### config.mk
export PLATFORM = sky130hd
export DESIGN_NAME = http_chunked_body_decoder_flat
export DESIGN_NICKNAME = d
export VERILOG_FILES = /design/src/rtl/hcbd_pkg.sv /design/src/rtl/hcbd_stream_if.sv /design/src/rtl/hcbd_result_if.sv /design/src/rtl/hcbd_in_reg.sv /design/src/rtl/hcbd_deframe.sv /design/src/rtl/http_chunked_body_decoder.sv /design/src/flat_wrapper.sv
export SDC_FILE = /design/constraint.sdc
export NUM_CORES = 1
export LEC_CHECK = 0
export BUFFER_PORTS_ARGS = -buffer_cell sky130_fd_sc_hd__clkbuf_2
export CAP_MARGIN = 0
export CORE_MARGIN = 8
export CORE_UTILIZATION = 50
export DETAILED_ROUTE_END_ITERATION = 16
export GPL_TIMING_DRIVEN = 0
export HOLD_SLACK_MARGIN = 0.02
export PLACE_DENSITY = 0.69
export SKIP_CTS_REPAIR_TIMING = 1
export SYNTH_ARGS = -nofsm -noshare
export SYNTH_HDL_FRONTEND = slang
export SYNTH_HIERARCHICAL = 1
export SYNTH_SLANG_ARGS = --single-unit
export TNS_END_PERCENT = 50
### constraint.sdc
create_clock -name clk -period 8.05 [get_ports clk]
set_clock_uncertainty 0.2 [all_clocks]
set_input_delay 0.4025 -clock clk [delete_from_list [all_inputs] [get_ports clk]]
set_output_delay 0.4025 -clock clk [all_outputs]
set_load 0.005 [all_outputs]
### src/rtl/hcbd_pkg.sv
package hcbd_pkg;

    localparam int MODE_W   = 2;
    localparam int BYTE_W   = 8;
    localparam int LENGTH_W = 31;
    localparam int STATUS_W = 3;

    // item kinds on the receive stream
    localparam logic [MODE_W-1:0] MODE_BYTE    = 2'd0;
    localparam logic [MODE_W-1:0] MODE_FIXED   = 2'd1;
    localparam logic [MODE_W-1:0] MODE_CHUNKED = 2'd2;

    // end status codes
    localparam logic [STATUS_W-1:0] STAT_CONT     = 3'd0;
    localparam logic [STATUS_W-1:0] STAT_COMPLETE = 3'd1;
    localparam logic [STATUS_W-1:0] STAT_LINE_LEN = 3'd2;
    localparam logic [STATUS_W-1:0] STAT_NO_CRLF  = 3'd3;
    localparam logic [STATUS_W-1:0] STAT_NO_MSG   = 3'd4;

    localparam logic [BYTE_W-1:0] CHAR_TAB = 8'h09;
    localparam logic [BYTE_W-1:0] CHAR_LF  = 8'h0A;
    localparam logic [BYTE_W-1:0] CHAR_VT  = 8'h0B;
    localparam logic [BYTE_W-1:0] CHAR_FF  = 8'h0C;
    localparam logic [BYTE_W-1:0] CHAR_CR  = 8'h0D;
    localparam logic [BYTE_W-1:0] CHAR_SP  = 8'h20;

    typedef struct packed {
        logic [MODE_W-1:0]   mode;
        logic [BYTE_W-1:0]   byte_in;
        logic [LENGTH_W-1:0] body_length;
    } in_item_t;

    typedef struct packed {
        logic                payload_valid;
        logic [BYTE_W-1:0]   payload_byte;
        logic [STATUS_W-1:0] end_status;
    } out_item_t;

    typedef struct packed {
        logic       is_hex;
        logic [3:0] value;
    } hex_digit_t;

    function automatic hex_digit_t hex_decode(logic [BYTE_W-1:0] b);
        hex_digit_t d;
        d.is_hex = 1'b1;
        d.value  = b[3:0];
        if (b inside {[8'h30:8'h39]})
        begin
            d.value = b[3:0];
        end
        else if (b inside {[8'h61:8'h66], [8'h41:8'h46]})
        begin
            // letters share the low nibble pattern: a/A = 1 -> 10
            d.value = 4'(b[3:0] + 4'd9);
        end
        else
        begin
            d.is_hex = 1'b0;
        end
        return d;
    endfunction

    function automatic logic is_blank(logic [BYTE_W-1:0] b);
        return b inside {CHAR_SP, CHAR_TAB, CHAR_LF, CHAR_VT, CHAR_FF, CHAR_CR};
    endfunction

endpackage

### src/rtl/hcbd_stream_if.sv
interface hcbd_stream_if;
    logic                           valid;
    logic                           ready;
    logic [hcbd_pkg::MODE_W-1:0]    mode;
    logic [hcbd_pkg::BYTE_W-1:0]    byte_in;
    logic [hcbd_pkg::LENGTH_W-1:0]  body_length;

    modport source (output valid, output mode, output byte_in, output body_length,
                    input ready);
    modport sink   (input valid, input mode, input byte_in, input body_length,
                    output ready);
endinterface

### src/rtl/hcbd_result_if.sv
interface hcbd_result_if;
    logic                           valid;
    logic                           ready;
    logic                           payload_valid;
    logic [hcbd_pkg::BYTE_W-1:0]    payload_byte;
    logic [hcbd_pkg::STATUS_W-1:0]  end_status;

    modport source (output valid, output payload_valid, output payload_byte,
                    output end_status, input ready);
    modport sink   (input valid, input payload_valid, input payload_byte,
                    input end_status, output ready);
endinterface

### src/rtl/hcbd_in_reg.sv
module hcbd_in_reg (
    input  logic               clk,
    input  logic               rst_n,
    hcbd_stream_if.sink        stream,
    output logic               item_valid,
    output hcbd_pkg::in_item_t item,
    input  logic               item_ready
);

    logic               valid_reg;
    hcbd_pkg::in_item_t item_reg;
    logic               load;

    assign stream.ready = !valid_reg || item_ready;
    assign load         = stream.valid && stream.ready;

    always_ff @(posedge clk or negedge rst_n)
    begin
        if (!rst_n)
        begin
            valid_reg <= 1'b0;
        end
        else if (stream.ready)
        begin
            valid_reg <= stream.valid;
        end
    end

    always_ff @(posedge clk)
    begin
        if (load)
        begin
            item_reg.mode        <= stream.mode;
            item_reg.byte_in     <= stream.byte_in;
            item_reg.body_length <= stream.body_length;
        end
    end

    assign item_valid = valid_reg;
    assign item       = item_reg;

endmodule

### src/rtl/hcbd_deframe.sv
module hcbd_deframe #(
    parameter int LINE_LIMIT = 64,
    parameter int SIZE_BITS  = 32
) (
    input  logic                clk,
    input  logic                rst_n,
    input  logic                item_valid,
    input  hcbd_pkg::in_item_t  item,
    output logic                item_ready,
    output logic                res_valid,
    output hcbd_pkg::out_item_t res,
    input  logic                res_ready
);

    localparam int LB_W  = $clog2(LINE_LIMIT + 1);
    localparam int CNT_W = (SIZE_BITS > hcbd_pkg::LENGTH_W) ? SIZE_BITS : hcbd_pkg::LENGTH_W;

    typedef enum logic [2:0] {
        PH_IDLE,
        PH_FIXED,
        PH_LEAD,
        PH_HEX,
        PH_DATA,
        PH_TCR,
        PH_TLF
    } phase_t;

    phase_t               phase_reg, phase_next;
    logic [LB_W-1:0]      line_bytes_reg, line_bytes_next;
    logic                 prev_cr_reg, prev_cr_next;
    logic                 hex_stopped_reg, hex_stopped_next;
    logic [SIZE_BITS-1:0] size_accum_reg, size_accum_next;
    logic [CNT_W-1:0]     bytes_left_reg, bytes_left_next;
    logic                 res_valid_reg;
    hcbd_pkg::out_item_t  res_reg, res_next;

    logic                 step;
    logic [hcbd_pkg::BYTE_W-1:0] b;
    hcbd_pkg::hex_digit_t digit;
    logic [LB_W-1:0]      lb_inc;
    logic                 last_byte;
    logic                 got_crlf;
    logic [SIZE_BITS-1:0] accum_shifted;

    assign item_ready = !res_valid_reg || res_ready;
    assign step       = item_valid && item_ready;

    assign b         = item.byte_in;
    assign digit     = hcbd_pkg::hex_decode(b);
    assign lb_inc    = line_bytes_reg + LB_W'(1);
    assign last_byte = (bytes_left_reg == CNT_W'(1));
    assign got_crlf  = prev_cr_reg && (b == hcbd_pkg::CHAR_LF);

    // the accumulator saturates to all ones once the top nibble is set, since another digit would overflow
    always_comb
    begin
        if (|size_accum_reg[SIZE_BITS-1 -: 4])
        begin
            accum_shifted = '1;
        end
        else
        begin
            accum_shifted = {size_accum_reg[SIZE_BITS-5:0], digit.value};
        end
    end

    always_comb
    begin
        phase_next       = phase_reg;
        line_bytes_next  = line_bytes_reg;
        prev_cr_next     = prev_cr_reg;
        hex_stopped_next = hex_stopped_reg;
        size_accum_next  = size_accum_reg;
        bytes_left_next  = bytes_left_reg;
        res_next         = '0;

        case (item.mode)
            hcbd_pkg::MODE_FIXED:
            begin
                if (item.body_length == '0)
                begin
                    phase_next          = PH_IDLE;
                    res_next.end_status = hcbd_pkg::STAT_COMPLETE;
                end
                else
                begin
                    bytes_left_next = CNT_W'(item.body_length);
                    phase_next      = PH_FIXED;
                end
            end
            hcbd_pkg::MODE_CHUNKED:
            begin
                phase_next       = PH_LEAD;
                line_bytes_next  = '0;
                prev_cr_next     = 1'b0;
                hex_stopped_next = 1'b0;
                size_accum_next  = '0;
            end
            hcbd_pkg::MODE_BYTE:
            begin
                case (phase_reg)
                    PH_FIXED:
                    begin
                        res_next.payload_valid = 1'b1;
                        res_next.payload_byte  = b;
                        bytes_left_next        = bytes_left_reg - CNT_W'(1);
                        if (last_byte)
                        begin
                            phase_next          = PH_IDLE;
                            res_next.end_status = hcbd_pkg::STAT_COMPLETE;
                        end
                    end
                    PH_LEAD, PH_HEX:
                    begin
                        line_bytes_next = lb_inc;
                        if (got_crlf)
                        begin
                            if (size_accum_reg == '0)
                            begin
                                phase_next          = PH_IDLE;
                                res_next.end_status = hcbd_pkg::STAT_COMPLETE;
                            end
                            else
                            begin
                                bytes_left_next = CNT_W'(size_accum_reg);
                                phase_next      = PH_DATA;
                            end
                        end
                        else
                        begin
                            if (!hex_stopped_reg)
                            begin
                                if (digit.is_hex)
                                begin
                                    size_accum_next = accum_shifted;
                                    phase_next      = PH_HEX;
                                end
                                else if (!(phase_reg == PH_LEAD && hcbd_pkg::is_blank(b)))
                                begin
                                    hex_stopped_next = 1'b1;
                                end
                            end
                            prev_cr_next = (b == hcbd_pkg::CHAR_CR);
                            if (lb_inc >= LB_W'(LINE_LIMIT))
                            begin
                                phase_next          = PH_IDLE;
                                res_next.end_status = hcbd_pkg::STAT_LINE_LEN;
                            end
                        end
                    end
                    PH_DATA:
                    begin
                        res_next.payload_valid = 1'b1;
                        res_next.payload_byte  = b;
                        bytes_left_next        = bytes_left_reg - CNT_W'(1);
                        if (last_byte)
                        begin
                            phase_next = PH_TCR;
                        end
                    end
                    PH_TCR:
                    begin
                        prev_cr_next = (b == hcbd_pkg::CHAR_CR);
                        phase_next   = PH_TLF;
                    end
                    PH_TLF:
                    begin
                        if (got_crlf)
                        begin
                            phase_next       = PH_LEAD;
                            line_bytes_next  = '0;
                            prev_cr_next     = 1'b0;
                            hex_stopped_next = 1'b0;
                            size_accum_next  = '0;
                        end
                        else
                        begin
                            phase_next          = PH_IDLE;
                            res_next.end_status = hcbd_pkg::STAT_NO_CRLF;
                        end
                    end
                    default:
                    begin
                        res_next.end_status = hcbd_pkg::STAT_NO_MSG;
                    end
                endcase
            end
            default:
            begin
                // unused mode: all-zero result, state untouched
                res_next = '0;
            end
        endcase
    end

    always_ff @(posedge clk or negedge rst_n)
    begin
        if (!rst_n)
        begin
            phase_reg       <= PH_IDLE;
            line_bytes_reg  <= '0;
            prev_cr_reg     <= 1'b0;
            hex_stopped_reg <= 1'b0;
            size_accum_reg  <= '0;
            bytes_left_reg  <= '0;
            res_valid_reg   <= 1'b0;
            res_reg         <= '0;
        end
        else
        begin
            if (item_ready)
            begin
                res_valid_reg <= item_valid;
            end
            if (step)
            begin
                phase_reg       <= phase_next;
                line_bytes_reg  <= line_bytes_next;
                prev_cr_reg     <= prev_cr_next;
                hex_stopped_reg <= hex_stopped_next;
                size_accum_reg  <= size_accum_next;
                bytes_left_reg  <= bytes_left_next;
                res_reg         <= res_next;
            end
        end
    end

    assign res_valid = res_valid_reg;
    assign res       = res_reg;

endmodule

### src/rtl/http_chunked_body_decoder.sv
// HTTP/1.1 body deframer: takes one transaction per cycle on stream while result is
// not stalled (a body byte or an open command for a fixed-length or chunked body) and
// returns exactly one result transaction for each, in order; the input register and
// the result register sit on either side of the parsing logic, so throughput is one
// item per clock with no dead cycles while result is not stalled.
// Chunk size lines are parsed as hexadecimal, saturating at 2^SIZE_BITS-1, and a line
// that reaches LINE_LIMIT bytes without CR LF ends the message with a length error.
// Trailers after the final zero-size chunk are not consumed and report as bytes with
// no open message.
module http_chunked_body_decoder #(
    parameter int LINE_LIMIT = 64,
    parameter int SIZE_BITS  = 32
) (
    input  logic          clk,
    input  logic          rst_n,
    hcbd_stream_if.sink   stream,
    hcbd_result_if.source result
);

    logic                item_valid;
    logic                item_ready;
    hcbd_pkg::in_item_t  item;
    hcbd_pkg::out_item_t res;

    hcbd_in_reg u_in_reg (
        .clk        (clk),
        .rst_n      (rst_n),
        .stream     (stream),
        .item_valid (item_valid),
        .item       (item),
        .item_ready (item_ready)
    );

    hcbd_deframe #(
        .LINE_LIMIT (LINE_LIMIT),
        .SIZE_BITS  (SIZE_BITS)
    ) u_deframe (
        .clk        (clk),
        .rst_n      (rst_n),
        .item_valid (item_valid),
        .item       (item),
        .item_ready (item_ready),
        .res_valid  (result.valid),
        .res        (res),
        .res_ready  (result.ready)
    );

    assign result.payload_valid = res.payload_valid;
    assign result.payload_byte  = res.payload_byte;
    assign result.end_status    = res.end_status;

    // a payload byte never carries an error status
    a_payload_status: assert property (@(posedge clk) disable iff (!rst_n)
        (result.valid && result.payload_valid) |->
            (result.end_status == hcbd_pkg::STAT_CONT ||
             result.end_status == hcbd_pkg::STAT_COMPLETE))
        else $error("payload byte with error status");

    a_byte_zero: assert property (@(posedge clk) disable iff (!rst_n)
        (result.valid && !result.payload_valid) |-> (result.payload_byte == '0))
        else $error("payload byte not cleared");

    // an empty input register or an empty result register always leaves stream ready
    a_ready_free: assert property (@(posedge clk) disable iff (!rst_n)
        (!item_valid || !result.valid) |-> stream.ready)
        else $error("stream stalled with free storage");

    a_status_range: assert property (@(posedge clk) disable iff (!rst_n)
        result.valid |-> (result.end_status <= hcbd_pkg::STAT_NO_MSG))
        else $error("end status out of range");

endmodule

### src/flat_wrapper.sv
// flat-port wrapper written by rule: the top's interface ports become plain ports
module http_chunked_body_decoder_flat 
#(
    parameter int LINE_LIMIT = 64,
    parameter int SIZE_BITS  = 32
)
  (clk, rst_n, stream_valid, stream_mode, stream_byte_in, stream_body_length, stream_ready, result_valid, result_payload_valid, result_payload_byte, result_end_status, result_ready);
  hcbd_stream_if stream_i ();
  hcbd_result_if result_i ();
  input  logic clk;
  input  logic rst_n;
  input wire logic [$bits(stream_i.valid)-1:0] stream_valid;
  input wire logic [$bits(stream_i.mode)-1:0] stream_mode;
  input wire logic [$bits(stream_i.byte_in)-1:0] stream_byte_in;
  input wire logic [$bits(stream_i.body_length)-1:0] stream_body_length;
  output wire logic [$bits(stream_i.ready)-1:0] stream_ready;
  output wire logic [$bits(result_i.valid)-1:0] result_valid;
  output wire logic [$bits(result_i.payload_valid)-1:0] result_payload_valid;
  output wire logic [$bits(result_i.payload_byte)-1:0] result_payload_byte;
  output wire logic [$bits(result_i.end_status)-1:0] result_end_status;
  input wire logic [$bits(result_i.ready)-1:0] result_ready;
  assign stream_i.valid = stream_valid;
  assign stream_i.mode = stream_mode;
  assign stream_i.byte_in = stream_byte_in;
  assign stream_i.body_length = stream_body_length;
  assign stream_ready = stream_i.ready;
  assign result_valid = result_i.valid;
  assign result_payload_valid = result_i.payload_valid;
  assign result_payload_byte = result_i.payload_byte;
  assign result_end_status = result_i.end_status;
  assign result_i.ready = result_ready;
  http_chunked_body_decoder #(.LINE_LIMIT(LINE_LIMIT), .SIZE_BITS(SIZE_BITS)) u_core (.clk(clk), .rst_n(rst_n), .stream(stream_i), .result(result_i));
endmodule
==> reports/metrics.json <==
{
  "number_of_clock_buffers_inserted_by_tritoncts": 17,
  "postRouteWirelength_um": 19740,
  "clkLatencyLatePin_ns": 0.42,
  "vias_in_the_first_global_route": 5904,
  "setup_slack_ns": 4.861,
  "setup.reg_to_reg.worst_slack_ns": 4.86,
  "report.final.slew_viol_count": 0,
  "grt_start_max_net_pins": 54,
  "largest_register_ff_count": 41,
  "finalHoldViolations": 0,
  "post-route-drc-count": 0,
  "finalInstanceArea_um2": 8332,
  "coreArea_um2": 13240,
  "slew_headroom_pct": 39.04,
  "netlist_instances": 692,
  "drt-vias-per-instance": 6.165,
  "synthMostInstantiatedCell": "o21ai_0",
  "layout-drive-gt1-share_pct": 13.82,
  "worstPathRequired_ns": 8.12,
  "overflow": 0,
  "grt_setup_unrepaired": "false",
  "gp_congestion": 0.9933,
  "antenna_violating_nets_post_route": 0,
  "outcome": "complete, no violations",
  "place.detailed.hpwl_um": 13800,
  "cts_tree": "built",
  "setup_violations": 0,
  "synth-warning-count": 6,
  "synth_ff_type": "dfrtp_1",
  "die_outline_area_um2": 17530,
  "floorplan.die.height_um": 132.4,
  "drt-initial-drc-count": 674,
  "timing.critical_path.mode_cell": "nand3_1",
  "first_pass_grt_wire_length_um": 31410,
  "synthDominantAreaCellType": "dfrtp_1",
  "syn_area_per_cell_um2": 9.791,
  "synth_cell_type_count": 67,
  "area_growth_syn_to_layout_pct": 22.97,
  "cellLeakagePower_nw": 3.344,
  "share_of_yosys_cell_area_claimed_by_the_top_area_cell_type_pct": 33.24,
  "path_cells": "nor4_1 > and4_1 > nand3_1 > nand3_1 > clkbuf_1 > o21ai_0",
  "worst_slack_after_detailed_placement_ns": 4.980,
  "cp-end-kind": "flip-flop",
  "power-per-cell-area_nw_per_um2": 310.0,
  "drv_cap": 0,
  "netlist_top_cells_area": "dfrtp_1 (33%), edfxtp_1 (18%), o21ai_0 (8.6%), mux2i_1 (4.1%), nor2_1 (3.5%)",
  "n_fill_cell": 1106,
  "cts_buffer_depth": 2,
  "crit_path_max_incr_delay_ns": 0.68,
  "setup_tns_ns": 0,
  "multi_input_combinational_cell_area_um2": 2975,
  "number_of_enable_type_register_cells_in_the_synthesized_netlist": 41,
  "synth.yosys.seq_area_share_pct": 51.41,
  "critical-path-slowest-cell": "nor4_1",
  "worst-endpoint-arrival_ns": 3.26,
  "die_w_um": 132.4,
  "synth_seq_cells": 131,
  "synth.net_count": 745,
  "max_slew.worst_pin.slew_ns": 0.9110,
  "antenna_cells_inserted": 0,
  "floorplan.initialDensity_pct": 51.16,
  "ioPinCount": 59,
  "grt.total_usage_pct": 22.36,
  "worst-path-max-fanout": 10,
  "io_buffer_count": 58,
  "grt_antenna_before_repair": 0,
  "postPlaceCellArea_um2": 7308,
  "timing.hold.worst.class": "input pin to flip-flop",
  "cts-root-buf": "clkbuf_16",
  "clkSlewWorstSetupHoldPaths_ns": 0.06,
  "worst-setup-path-type": "flip-flop to flip-flop",
  "num-nets-final": 866,
  "synthArstFlopShare_pct": 68.70,
  "max_freq_ghz": 0.3135,
  "finalWorstPathRequiredPeriod_ns": 3.189,
  "placement_rows": 42,
  "drt_pass1_iterations": 7,
  "post_drt_wl_per_cell_um": 19.72,
  "vias": 6171,
  "post_synth_instance_area_um2": 6775,
  "cts_num_sinks": 131,
  "kind_of_launch_point_of_the_worst_setup_path": "flip-flop",
  "finalCritPeriodShare_pct": 39.62,
  "power.ir.vdd_worst_uv": 207.2,
  "h-tree-depth": 4,
  "ys_top_cells_by_count": "o21ai_0 (116), dfrtp_1 (90), nor2_1 (63)",
  "layout.area.seq_um2": 3483
}
report_power, final:
part,internal (mW),switching [mW]
clock,0.498,0.278
combinational,0.260,0.475
sequential,0.871,0.201
total,1.63,0.953
cell families after synthesis:
group / Yosys count / synth area share [%]
muxes: 35 / 5.411
adders and majority gates: 8 / 1.477
buffers and inverters: 74 / 4.672
AOI/OAI and AO/OA: 222 / 20.20
DFF: 131 / 51.41
and+or+nand+nor: 218 / 16.31
xor gates and xnor gates: 4 / 0.5172
per-layer routing:
| layer | global-route usage [%] | up-vias | wire length, µm |
|---|---|---|---|
| li1 | - | 2810 | - |
| met2 | 35.06 | 297 | 9328 |
| met4 | 7.066 | 0 | 378 |
| met3 | 5.107 | 44 | 1635 |
| met1 | 30.03 | 3020 | 8398 |
| met5 | 0 | - | 0 |
area by class of cell:
cell class / instances / share of cell area, %
timing repair buffer: 102 / 8.920
sequential: 131 / 41.81
multi-input combinational: 487 / 35.71
clock buffer: 21 / 5.526
inverter: 34 / 1.532
buffer: 40 / 2.268
tap: 176 / 2.643
clock inverter: 10 / 1.592
placed cells by master, fill, tap and decap left out, types with 8 or more instances in the layout:
cell	n
nor4_1	25
nand2b_1	9
o211ai_1	8
nand4_1	8
ha_1	8
clkbuf_16	17
nor2_1	63
o21ai_0	116
nand2_1	38
dlygate4sd3_1	43
inv_1	34
dfrtp_1	90
a21oi_1	31
nand3_1	17
edfxtp_1	41
nor3_1	24
clkbuf_2	57
mux2i_1	28
o31ai_1	13
a22o_1	8
clkbuf_1	34
stage by stage:
stage | hold WS [ns] | instances | power, mW | utilization (%)
global route | 0.2189 | 1001 | 2.721 | 62.92
finish | 0.1791 | 1001 | 2.583 | 62.92
global placement | 0.2547 | 926 | 1.743 | 55.02
detailed placement | 0.2772 | 927 | 1.771 | 55.19
CTS | -0.09570 | 958 | 2.551 | 59.67
floorplan | -0.09309 | 692 | 1.499 | -
worst paths after layout:
kind	start	cells past startpoint	end
min in group asynchronous	rst_n	2	u_core/u_deframe/res[3]
max in group asynchronous	rst_n	3	u_core/u_deframe/bytes_left_reg[11]
worst min register to register	u_core/u_deframe/res[1]	2	u_core/u_deframe/res[1]
worst min-delay path	result_ready	3	u_core/u_deframe/res_valid
worst max-delay path	u_core/u_deframe/size_accum_reg[28]	6	u_core/u_deframe/bytes_left_reg[22]
worst max register to register	u_core/u_deframe/size_accum_reg[28]	6	u_core/u_deframe/bytes_left_reg[22]
worst max-delay path, delay by kind of cell (launching register included):
kind / cells / cell delay (ns)
buffers and inverters: 1 / 0.56
DFF: 1 / 0.42
and+or+nand+nor: 4 / 1.63
AOI/OAI and AO/OA: 1 / 0.22
No activity file was read; power rests on OpenSTA's default activity.
